--- config.mk ---
export PLATFORM = sky130hd
export DESIGN_NAME = bfa_ctrl
export DESIGN_NICKNAME = d
export VERILOG_FILES = /design/src/rtl/bfa_pkg.sv /design/src/rtl/bfa_ctrl.sv
export SDC_FILE = /design/constraint.sdc
export NUM_CORES = 1
export LEC_CHECK = 0
export ABC_AREA = 1
export BUFFER_PORTS_ARGS = -buffer_cell sky130_fd_sc_hd__buf_2
export CAP_MARGIN = 20
export CORE_AREA = 2 2 39 41
export CTS_CLUSTER_DIAMETER = 120
export DETAILED_ROUTE_END_ITERATION = 12
export DIE_AREA = 0 0 41 43
export PLACE_DENSITY = 0.66
export RECOVER_POWER = 50
export SETUP_SLACK_MARGIN = 0.5
export SLEW_MARGIN = 15
export SYNTH_ARGS = -nofsm -noshare
export SYNTH_HDL_FRONTEND = slang
export SYNTH_SLANG_ARGS = --single-unit
--- constraint.sdc ---
create_clock -name clk -period 1.3 [get_ports clk]
set_input_delay 0.26 -clock clk [delete_from_list [all_inputs] [get_ports clk]]
set_output_delay 0.26 -clock clk [all_outputs]
set_load 0.05 [all_outputs]
--- src/rtl/bfa_pkg.sv ---
// ----------------------------------------------------------------------------
// bfa_pkg
// Shared types and constants for the bitmap frame allocator.
// ----------------------------------------------------------------------------
package bfa_pkg;

  localparam int ADDR_W    = 28;
  localparam int COUNT_W   = 17;
  localparam int STATUS_W  = 2;
  localparam int WORD_BITS = 64;
  localparam int BIT_W     = 6;

  localparam int NUM_FRAMES_DEF = 65536;
  localparam int PAGE_BYTES_DEF = 4096;

  typedef enum logic [STATUS_W-1:0] {
    ST_OK        = 2'd0,
    ST_NO_FRAME  = 2'd1,
    ST_BAD_COUNT = 2'd2,
    ST_PAST_END  = 2'd3
  } status_t;

  typedef enum logic {
    REQ_ALLOC = 1'b0,
    REQ_FREE  = 1'b1
  } req_t;

  typedef struct packed {
    logic               req_type;
    logic [ADDR_W-1:0]  frame_addr;
    logic [COUNT_W-1:0] page_count;
  } in_item_t;

  typedef struct packed {
    logic [STATUS_W-1:0] status;
    logic [ADDR_W-1:0]   granted_addr;
  } out_item_t;

  typedef enum logic [2:0] {
    CS_CLEAR,
    CS_IDLE,
    CS_SCAN_RD,
    CS_SCAN_CHK,
    CS_FREE_RD,
    CS_FREE_WR,
    CS_RESP
  } ctrl_state_t;

  // controller -> datapath
  typedef struct packed {
    logic    load_req;
    logic    clr_wr;
    logic    scan_rd;
    logic    hint_inc;
    logic    alloc_wr;
    logic    free_rd;
    logic    free_wr;
    logic    word_inc;
    logic    out_load;
    logic    out_grant;
    status_t out_status;
  } cmd_t;

  // datapath -> controller
  typedef struct packed {
    logic in_free;
    logic in_cnt_one;
    logic in_nowalk;
    logic in_past_end;
    logic hint_end;
    logic word_full;
    logic walk_last;
    logic clr_last;
    logic out_free;
  } sts_t;

endpackage

--- src/rtl/bfa_ctrl.sv ---
// ----------------------------------------------------------------------------
// bfa_ctrl
// Request sequencer: clearing pass, first-fit scan, free walk, response.
// ----------------------------------------------------------------------------
module bfa_ctrl (
  input  logic          clk,
  input  logic          rst_n,
  input  logic          in_valid,
  output logic          in_stall,
  output bfa_pkg::cmd_t cmd,
  input  bfa_pkg::sts_t sts
);

  bfa_pkg::ctrl_state_t state_r, state_nxt;
  bfa_pkg::status_t     resp_code_r, resp_code_nxt;
  logic                 resp_grant_r, resp_grant_nxt;

  always_ff @(posedge clk) begin
    if (!rst_n) begin
      state_r      <= bfa_pkg::CS_CLEAR;
      resp_code_r  <= bfa_pkg::ST_OK;
      resp_grant_r <= 1'b0;
    end else begin
      state_r      <= state_nxt;
      resp_code_r  <= resp_code_nxt;
      resp_grant_r <= resp_grant_nxt;
    end
  end

  always_comb begin
    state_nxt      = state_r;
    resp_code_nxt  = resp_code_r;
    resp_grant_nxt = resp_grant_r;
    cmd            = '0;
    cmd.out_status = resp_code_r;
    cmd.out_grant  = resp_grant_r;
    in_stall       = (state_r != bfa_pkg::CS_IDLE);

    unique case (state_r)
      bfa_pkg::CS_CLEAR: begin
        cmd.clr_wr = 1'b1;
        if (sts.clr_last) begin
          state_nxt = bfa_pkg::CS_IDLE;
        end
      end
      bfa_pkg::CS_IDLE: begin
        if (in_valid) begin
          cmd.load_req   = 1'b1;
          resp_grant_nxt = 1'b0;
          if (sts.in_free) begin
            resp_code_nxt = sts.in_past_end ? bfa_pkg::ST_PAST_END : bfa_pkg::ST_OK;
            state_nxt     = sts.in_nowalk ? bfa_pkg::CS_RESP : bfa_pkg::CS_FREE_RD;
          end else if (!sts.in_cnt_one) begin
            resp_code_nxt = bfa_pkg::ST_BAD_COUNT;
            state_nxt     = bfa_pkg::CS_RESP;
          end else begin
            state_nxt = bfa_pkg::CS_SCAN_RD;
          end
        end
      end
      bfa_pkg::CS_SCAN_RD: begin
        if (sts.hint_end) begin
          resp_code_nxt = bfa_pkg::ST_NO_FRAME;
          state_nxt     = bfa_pkg::CS_RESP;
        end else begin
          cmd.scan_rd = 1'b1;
          state_nxt   = bfa_pkg::CS_SCAN_CHK;
        end
      end
      bfa_pkg::CS_SCAN_CHK: begin
        if (sts.word_full) begin
          cmd.hint_inc = 1'b1;
          state_nxt    = bfa_pkg::CS_SCAN_RD;
        end else begin
          cmd.alloc_wr   = 1'b1;
          resp_code_nxt  = bfa_pkg::ST_OK;
          resp_grant_nxt = 1'b1;
          state_nxt      = bfa_pkg::CS_RESP;
        end
      end
      bfa_pkg::CS_FREE_RD: begin
        cmd.free_rd = 1'b1;
        state_nxt   = bfa_pkg::CS_FREE_WR;
      end
      bfa_pkg::CS_FREE_WR: begin
        cmd.free_wr = 1'b1;
        if (sts.walk_last) begin
          state_nxt = bfa_pkg::CS_RESP;
        end else begin
          cmd.word_inc = 1'b1;
          state_nxt    = bfa_pkg::CS_FREE_RD;
        end
      end
      bfa_pkg::CS_RESP: begin
        if (sts.out_free) begin
          cmd.out_load = 1'b1;
          state_nxt    = bfa_pkg::CS_IDLE;
        end
      end
      default: begin
        state_nxt = bfa_pkg::CS_IDLE;
      end
    endcase
  end

endmodule

==> results of run 1 <==
## worst reg2reg max path, stage by stage (launching register included)
cell and delay (ns):
dfxtp_4 0.38, buf_4 0.16, nor2_4 0.12, inv_4 0.07, buf_4 0.14, o21ai_4 0.14
nor2_4 0.06, nor2_1 0.09, nor2_1 0.05
## metrics by stage
step	utilization	std cells	total power [µW]	cell area, µm²	hold slack (ns)
2_1_floorplan	-	84	1380	609	0.373
3_3_place_gp	0.608	135	1790	841	0.456
3_5_place_dp	0.608	135	1820	841	0.470
4_1_cts	0.726	142	2260	1000	0.259
5_1_grt	0.803	148	2600	1110	0.279
6_report	0.803	148	2460	1110	0.263
## timing repair
item | CTS | global route
hold endpoints to repair | 0 | 0
buffers inserted | 3 | 6
endpoints found under the setup margin | 19 | 19
pin swaps | 3 | 10
gates resized for setup | 37 | 18
## synthesized netlist by cell type (all sizes together)
library cell | instances | area, µm²
nor2 | 21 | 116
nand2 | 18 | 72.6
inv | 14 | 52.6
nand3 | 7 | 35.0
dfxtp | 6 | 120
a21oi | 5 | 25.0
nor3 | 3 | 20.0
o21ai | 3 | 15.0
buf | 2 | 12.5
nand3b | 2 | 15.0
nand4 | 2 | 12.5
or2 | 1 | 6.26
## flip-flops by register name, indices dropped and copies added (netlist names)
name,flops
state_r,3
resp_code_r,2
resp_grant_r,1
## report_power, final
part | internal [µW] | switching [µW] | total (µW)
sequential | 273 | 105 | 378
combinational | 806 | 1080 | 1890
clock | 117 | 73.2 | 190
total | 1200 | 1260 | 2460
## final cells by class
type / instances / area share
Clock buffer: 4 / 0.0236
Multi-Input combinational cell: 62 / 0.414
Inverter: 14 / 0.0608
Tap cell: 16 / 0.0180
Sequential cell: 6 / 0.122
Timing Repair Buffer: 46 / 0.361
## worst min path at each step
stage,cells after the start,end
after floorplan,2,resp_code_r[0]$_SDFFE_PN0P_
after global placement,2,resp_code_r[0]$_SDFFE_PN0P_
after detailed placement,2,resp_code_r[0]$_SDFFE_PN0P_
after CTS,3,resp_code_r[1]$_SDFFE_PN0P_
after global routing,3,resp_code_r[0]$_SDFFE_PN0P_
final,3,resp_code_r[1]$_SDFFE_PN0P_
## layer usage
layer | GRT usage | routed length [µm]
met1 | 0.255 | 681
met2 | 0.372 | 973
met3 | 0.0785 | 84
met4 | 0.0200 | 61
met5 | 0 | 0
## logic make-up after synthesis
group | share of synthesized area
flops | 0.239
simple gates | 0.552
buf+inv | 0.129
compound gates | 0.0796
==> impl_metrics.ini, run 1 <==
[drt]
wl_um = 1800
ant_nets = 0
via_per_inst = 4.93
wl_per_cell_um = 12.2
drc_errors = 0
vias = 729
drt_iter0_drc = 8
first_pass_iters = 4

[setup_path]
required_ns = 1.04
path_depth = 5
worst-r2r-cell-count = 8
critical_path_arrival_ns = 1.27
path_delay_family = buffers and inverters
cp-end-kind = output port
crit_end = cmd[7]
cpPeakStageDelay_ns = 0.38
crit_start = state_r[2]$_SDFFE_PN0P_
critPathLaunchType = register
worstReg2RegStart = state_r[2]$_SDFFE_PN0P_
critical_path.most_common_cell = nor2_4
cp_cell_sequence = buf_4, nor2_4, inv_4, nor2_4, buf_8
path_buf_inv = 3
reg2reg_to = resp_code_r[1]$_SDFFE_PN0P_
critPathMaxFanout = 6
cp_slowest_cell = dfxtp_4
r2r_slack_ns = -0.02
path_class = reg -> out

[grt]
antenna_found_initial = 0
gr-total-overflow = 0
grt_pass1_wl_um = 2630
grt_max_degree = 8
track_usage = 0.217
grt_pass1_vias = 625

[worst_hold_path]
hp-class = in -> reg
min_from = rst_n

[floorplanning]
dieArea_mm2 = 0.00176
pin_count = 25
die_w_um = 41
coreArea_mm2 = 0.00138
start_util = 0.363
rows = 14
die_y_um = 43

[synthesis]
synthCells = 84
avgSynthCellArea_um2 = 5.99
yosysUniqueCellTypes = 19
syn_nets = 96
synth-seq-area-share = 0.239
yosysWarnings = 0
netlist_area_um2 = 503
ys_ff_latch = 6

[power]
p_leak_uw = 0.000519
p_per_area_mw_per_mm2 = 2210
ir_worst_vdd_mv = 1.51

[layout]
drive_gt1_frac = 0.689
final_common_cell = buf_4
area_delta_synth_final_pct = 121
diodes = 0
regArea_um2 = 135
most-common-layout-cells = buf_4, nand2_1, nor2_4, buf_2, buf_6
multi_input_area_um2 = 460
num-fill-cells = 101
fin_nets = 145

[place]
gp_congestion = 0.829
numPortBuffers = 24
post-place-ws_ns = -0.0563
dp_hpwl_um = 1190

[clock_network]
ctsLongestPathBuffers = 2
cts.sinks = 6
cts_hold_buf = 0
numCtsBuffers = 3
cts-root-buf = clkbuf_4
htreeDepth = 1
clk_latency_ns = 0.25
clk_pin_slew_worst_paths_ns = 0.05
cts_tree = done

[flow_run]
drv_cap = 0

[sta]
hold_viol = 0
fin_ws_ns = -0.234
fin_crit_sh = 1.18
maxSlewViolCount = 0
relSlewSlack = 0.813
min_period_ns = 1.53
finClkSkew_ns = 0.0119
rsz0062_at_grt = true
tns_ns = -1.58
max_freq_mhz = 652
worst_slew_pin_slew_ns = 0.281
setup_violations = 12

[run_status]
status = finished, violations left
violations = negative setup slack
Note: power is estimated with default switching activity, not from simulation.
==> run 2, diff against run 1 <==
- ABC_AREA: 1 -> unset
- PLACE_DENSITY: 0.66 -> 0.63
==> run 2 against run 1 <==
Against the previous run:
- the run still ends with negative setup slack left
- register-to-register slack got worse by 0.23 ns
- sequential power is 47% lower
- die area stayed put
- critical endpoint is now cmd[11]
- non-clock buffer count up 7
- highest routed layer unchanged
- core utilization rose by 2.1 points
- sequential cell count unchanged
- synthesized cell count shrank 23%
==> impl_metrics.ini, run 2 <==
[run_status]
status = finished, violations left
violations = negative setup slack

[layout]
most-common-layout-cells = buf_6, buf_2, buf_4
largest_reg_flops = 3
area_delta_synth_final_pct = 145
num-fill-cells = 79
multi_input_area_um2 = 467
largestRegisters = state_r x3, resp_code_r x2, resp_grant_r x1
final_common_cell = buf_6
drive_gt1_frac = 0.776
diodes = 0
top_register = state_r
fin_nets = 130
regArea_um2 = 135

[sta]
rsz0062_at_grt = true
setup_violations = 13
maxSlewViolCount = 0
hold_viol = 0
relSlewSlack = 0.813
max_freq_mhz = 641
fin_crit_sh = 1.20
fin_ws_ns = -0.261
tns_ns = -2.17
min_period_ns = 1.56
finClkSkew_ns = 0.00129
worst_slew_pin_slew_ns = 0.281

[floorplanning]
die_y_um = 43
pin_count = 25
die_w_um = 41
start_util = 0.336
dieArea_mm2 = 0.00176
coreArea_mm2 = 0.00138
rows = 14

[synthesis]
synth_top_cell_area_share = 0.258
netlist_area_um2 = 465
yosysWarnings = 0
yosys-top-cells-count = o21ai_0, dfxtp_1, nand2_1, a21oi_1, inv_1
ys_ff_latch = 6
synthFlopType = dfxtp_1
syn_nets = 77
postSynth.asyncResetShare = 0
avgSynthCellArea_um2 = 7.16
yosysTopAreaCell = dfxtp_1
yosysUniqueCellTypes = 29
synth-edff-count = 0
synthCells = 65
synth_most_common_cell = o21ai_0
synth_area_leaders = dfxtp_1, o21ai_0, a21oi_1
synth-seq-area-share = 0.258

[drt]
wl_um = 2050
via_per_inst = 5.33
first_pass_iters = 4
drt_iter0_drc = 12
ant_nets = 0
wl_per_cell_um = 15.5
drc_errors = 0
vias = 704

[setup_path]
critPathLaunchType = register
critPathMaxFanout = 3
path_class = reg -> out
cp-end-kind = output port
worstReg2RegStart = state_r[1]$_SDFFE_PN0P_
crit_start = state_r[1]$_SDFFE_PN0P_
r2r_slack_ns = -0.25
critical_path_arrival_ns = 1.30
required_ns = 1.04

[grt]
grt_pass1_vias = 690
grt_pass1_wl_um = 3210
gr-total-overflow = 0
grt_max_degree = 8
antenna_found_initial = 0
track_usage = 0.273

[clock_network]
htreeDepth = 1
cts-root-buf = clkbuf_4
numCtsBuffers = 3
cts_hold_buf = 0
cts_tree = done
clk_pin_slew_worst_paths_ns = 0.05
ctsLongestPathBuffers = 2
cts.sinks = 6
clk_latency_ns = 0.25

[place]
gp_congestion = 0.803
dp_hpwl_um = 1000
post-place-ws_ns = -0.0569
numPortBuffers = 24

[power]
p_per_area_mw_per_mm2 = 616
p_leak_uw = 0.000512
ir_worst_vdd_mv = 0.527

[flow_run]
drv_cap = 0

[worst_hold_path]
min_from = rst_n
hp-class = in -> reg
## run 2: layer usage
layer,up-vias,track usage,share of wire
li1,333,-,-
met1,329,0.306,0.38
met2,37,0.456,0.54
met3,5,0.0524,0.060
met4,0,0.140,0.014
met5,-,0,0
## run 2: worst paths after layout
kind | endpoint | depth (start not counted)
worst max-delay path | cmd[11] | 3
worst max register to register | resp_code_r[1]$_SDFFE_PN0P_ | 8
worst min register to register | resp_code_r[0]$_SDFFE_PN0P_ | 2
worst min-delay path | state_r[0]$_SDFFE_PN0P_ | 2
## run 2: cells by family after synthesis
family,after synthesis,synth area share
AND/OR/NAND/NOR,27,0.339
AO/OA/AOI/OAI,20,0.263
buffers and inverters,10,0.0968
flip-flops,6,0.258
multiplexers,2,0.0430
## run 2: layout make-up
cell class,count,share of cell area
inverter,5,0.0165
sequential,6,0.119
timing repair buffer,53,0.418
multi-input combinational,49,0.409
clock buffer,3,0.0198
tap,16,0.0176
## run 2: power breakdown
part	internal, µW	switching [µW]
Sequential	191	9.43
Combinational	149	177
Clock	105	70.5
## run 2: timing repair
| action | in CTS | in global routing |
|---|---|---|
| pin swaps | 12 | 7 |
| gates resized for setup | 77 | 7 |
| endpoints found under the setup margin | 19 | 19 |
| gates cloned | 1 | 0 |
| buffers inserted | 16 | 3 |
## run 2: through the flow
stage | util | cell area (µm²) | hold slack (ns) | power, µW | std cells
2_1_floorplan | - | 551 | 0.386 | 349 | 65
3_3_place_gp | 0.509 | 704 | 0.444 | 411 | 109
4_1_cts | 0.806 | 1110 | 0.311 | 694 | 129
6_report | 0.824 | 1140 | 0.322 | 702 | 132
5_1_grt | 0.824 | 1140 | 0.330 | 735 | 132
3_5_place_dp | 0.509 | 704 | 0.447 | 412 | 109
## run 2: critical path, stage by stage (launching register included)
cell and delay (ns):
dfxtp_4 0.35, or3b_4 0.42, nor2_4 0.13, buf_8 0.16
==> run 3, diff against run 2 <==
- CELL_PAD_IN_SITES_DETAIL_PLACEMENT: unset -> 0
- CELL_PAD_IN_SITES_GLOBAL_PLACEMENT: unset -> 1
- CORE_AREA: 2 2 39 41 -> unset
- CORE_MARGIN: unset -> 1.5
- CORE_UTILIZATION: unset -> 28
- DIE_AREA: 0 0 41 43 -> unset
- PLACE_DENSITY: 0.63 -> 0.73
- clock period: 1.3 -> 1.6 ns (I/O delays scaled with it)
==> run 3 against run 2 <==
Against the previous run:
- the flow still finishes with violations (negative setup slack)
- cell area down 15%
- highest routed layer unchanged
- critical path depth unchanged
- die area up 8.7%
- sequential share of layout area up 2.2 points
==> impl_metrics.ini, run 3 (synthesis gave the netlist of run 2 again) <==
[place]
dp_hpwl_um = 1040
post-place-ws_ns = 0.126
gp_congestion = 0.842
numPortBuffers = 24
dp_cells = 106

[grt]
grt_pass1_wl_um = 2370
grtUsageMet2 = 0.268
grtUsageMet3 = 0.0833
antenna_found_initial = 0
grt_max_degree = 12
gr-total-overflow = 0
top_usage_layer = met2
track_usage = 0.172
grt_pass1_vias = 529
met1_usage = 0.201

[drt]
via_per_inst = 5.31
vias = 632
first_pass_iters = 4
wl_um = 1760
drc_errors = 0
drt_iter0_drc = 5
wl_per_cell_um = 14.8
ant_nets = 0

[setup_path]
path_class = reg -> out
critPathLaunchType = register
critical_path_arrival_ns = 1.32
cp-end-kind = output port
reg2reg_to = resp_code_r[1]$_SDFFE_PN0P_
crit_start = state_r[0]$_SDFFE_PN0P_
worstReg2RegStart = state_r[0]$_SDFFE_PN0P_
worst-r2r-cell-count = 6
r2r_slack_ns = 0.17
critPathMaxFanout = 4
required_ns = 1.28

[sta]
tns_ns = -0.0404
relSlewSlack = 0.605
hold_viol = 0
fin_crit_sh = 1.03
rsz0062_at_grt = true
finClkSkew_ns = 0.00503
maxSlewViolCount = 0
fin_ws_ns = -0.0404
hold_slack_ns = 0.368
worst_slew_pin_slew_ns = 0.595
min_period_ns = 1.64
max_freq_mhz = 610
setup_violations = 1

[power]
ir_worst_vdd_mv = 0.325
switching_share = 0.376
seqPwrFrac = 0.305
p_leak_uw = 0.000422
p_per_area_mw_per_mm2 = 557
pwr-share-clk = 0.281
switchingPower_uw = 202
p_int_uw = 335
pwr-share-comb = 0.413

[floorplanning]
rows = 14
dieArea_mm2 = 0.00192
die_w_um = 43.8
die_y_um = 43.8
pin_count = 25
start_util = 0.305
coreArea_mm2 = 0.00152

[clock_network]
htreeDepth = 1
clk_pin_slew_worst_paths_ns = 0.04
cts-root-buf = clkbuf_4
cts_tree = done
cts_hold_buf = 0
cts.sinks = 6
ctsLongestPathBuffers = 2
numCtsBuffers = 3
clk_latency_ns = 0.26

[layout]
most-common-layout-cells = buf_2, buf_4, buf_6
largestRegisters = state_r x3, resp_code_r x2, resp_grant_r x1
num-fill-cells = 115
drive_gt1_frac = 0.680
largest_reg_flops = 3
final_common_cell = buf_2
regArea_um2 = 135
fin_cells = 119
area_delta_synth_final_pct = 107
diodes = 0
multi_input_area_um2 = 433
postLayoutCoreUtil = 0.632
top_register = state_r
fin_nets = 117

[flow_run]
drv_cap = 0

[run_status]
violations = negative setup slack
status = finished, violations left

[worst_hold_path]
min_from = rst_n
hold_end = state_r[0]$_SDFFE_PN0P_
hp-class = in -> reg
whs_path_depth = 2
run 3: changes by cell type in the layout (fill, tap and decap cells not counted), sizes merged:
cell and change:
buf -13
run 3: routing by layer:
layer,part of all wire,wire (µm)
met5,0,0
met4,0.034,59
met3,0.058,103
met2,0.49,864
met1,0.42,733
run 3: critical path, cell delays in order, from the launching register on:
cell and delay (ns):
dfxtp_4 0.37, or3b_4 0.42, nor2_4 0.12, buf_8 0.15
run 3: worst max path at each step:
stage	to	cells after the start
6_report	cmd[11]	3
4_1_cts	cmd[11]	3
3_5_place_dp	cmd[11]	3
3_3_place_gp	cmd[9]	4
2_1_floorplan	cmd[4]	3
5_1_grt	cmd[11]	3
run 3: what timing repair did:
action	CTS	global route
endpoints found under the setup margin	18	18
setup buffers	5	5
gates resized for setup	44	23
pin swaps	7	7
run 3: power by group through the flow:
stage,combinational [µW],clock [µW],sequential [µW]
after global routing,233,166,164
final,222,151,164
after global placement,162,0,166
after detailed placement,161,0,167
after floorplan,106,0,175
after CTS,197,151,161
run 3: layout make-up:
| class | instances | area share |
|---|---|---|
| Clock buffer | 3 | 0.0234 |
| Timing Repair Buffer | 40 | 0.347 |
| Tap cell | 16 | 0.0208 |
| Inverter | 5 | 0.0195 |
| Sequential cell | 6 | 0.140 |
| Multi-Input combinational cell | 49 | 0.449 |
run 3: metrics by stage:
step	total power (µW)	instance area, µm²
global route	564	963
CTS	509	883
finish	537	963
global placement	328	676
floorplan	280	538
detailed placement	327	676
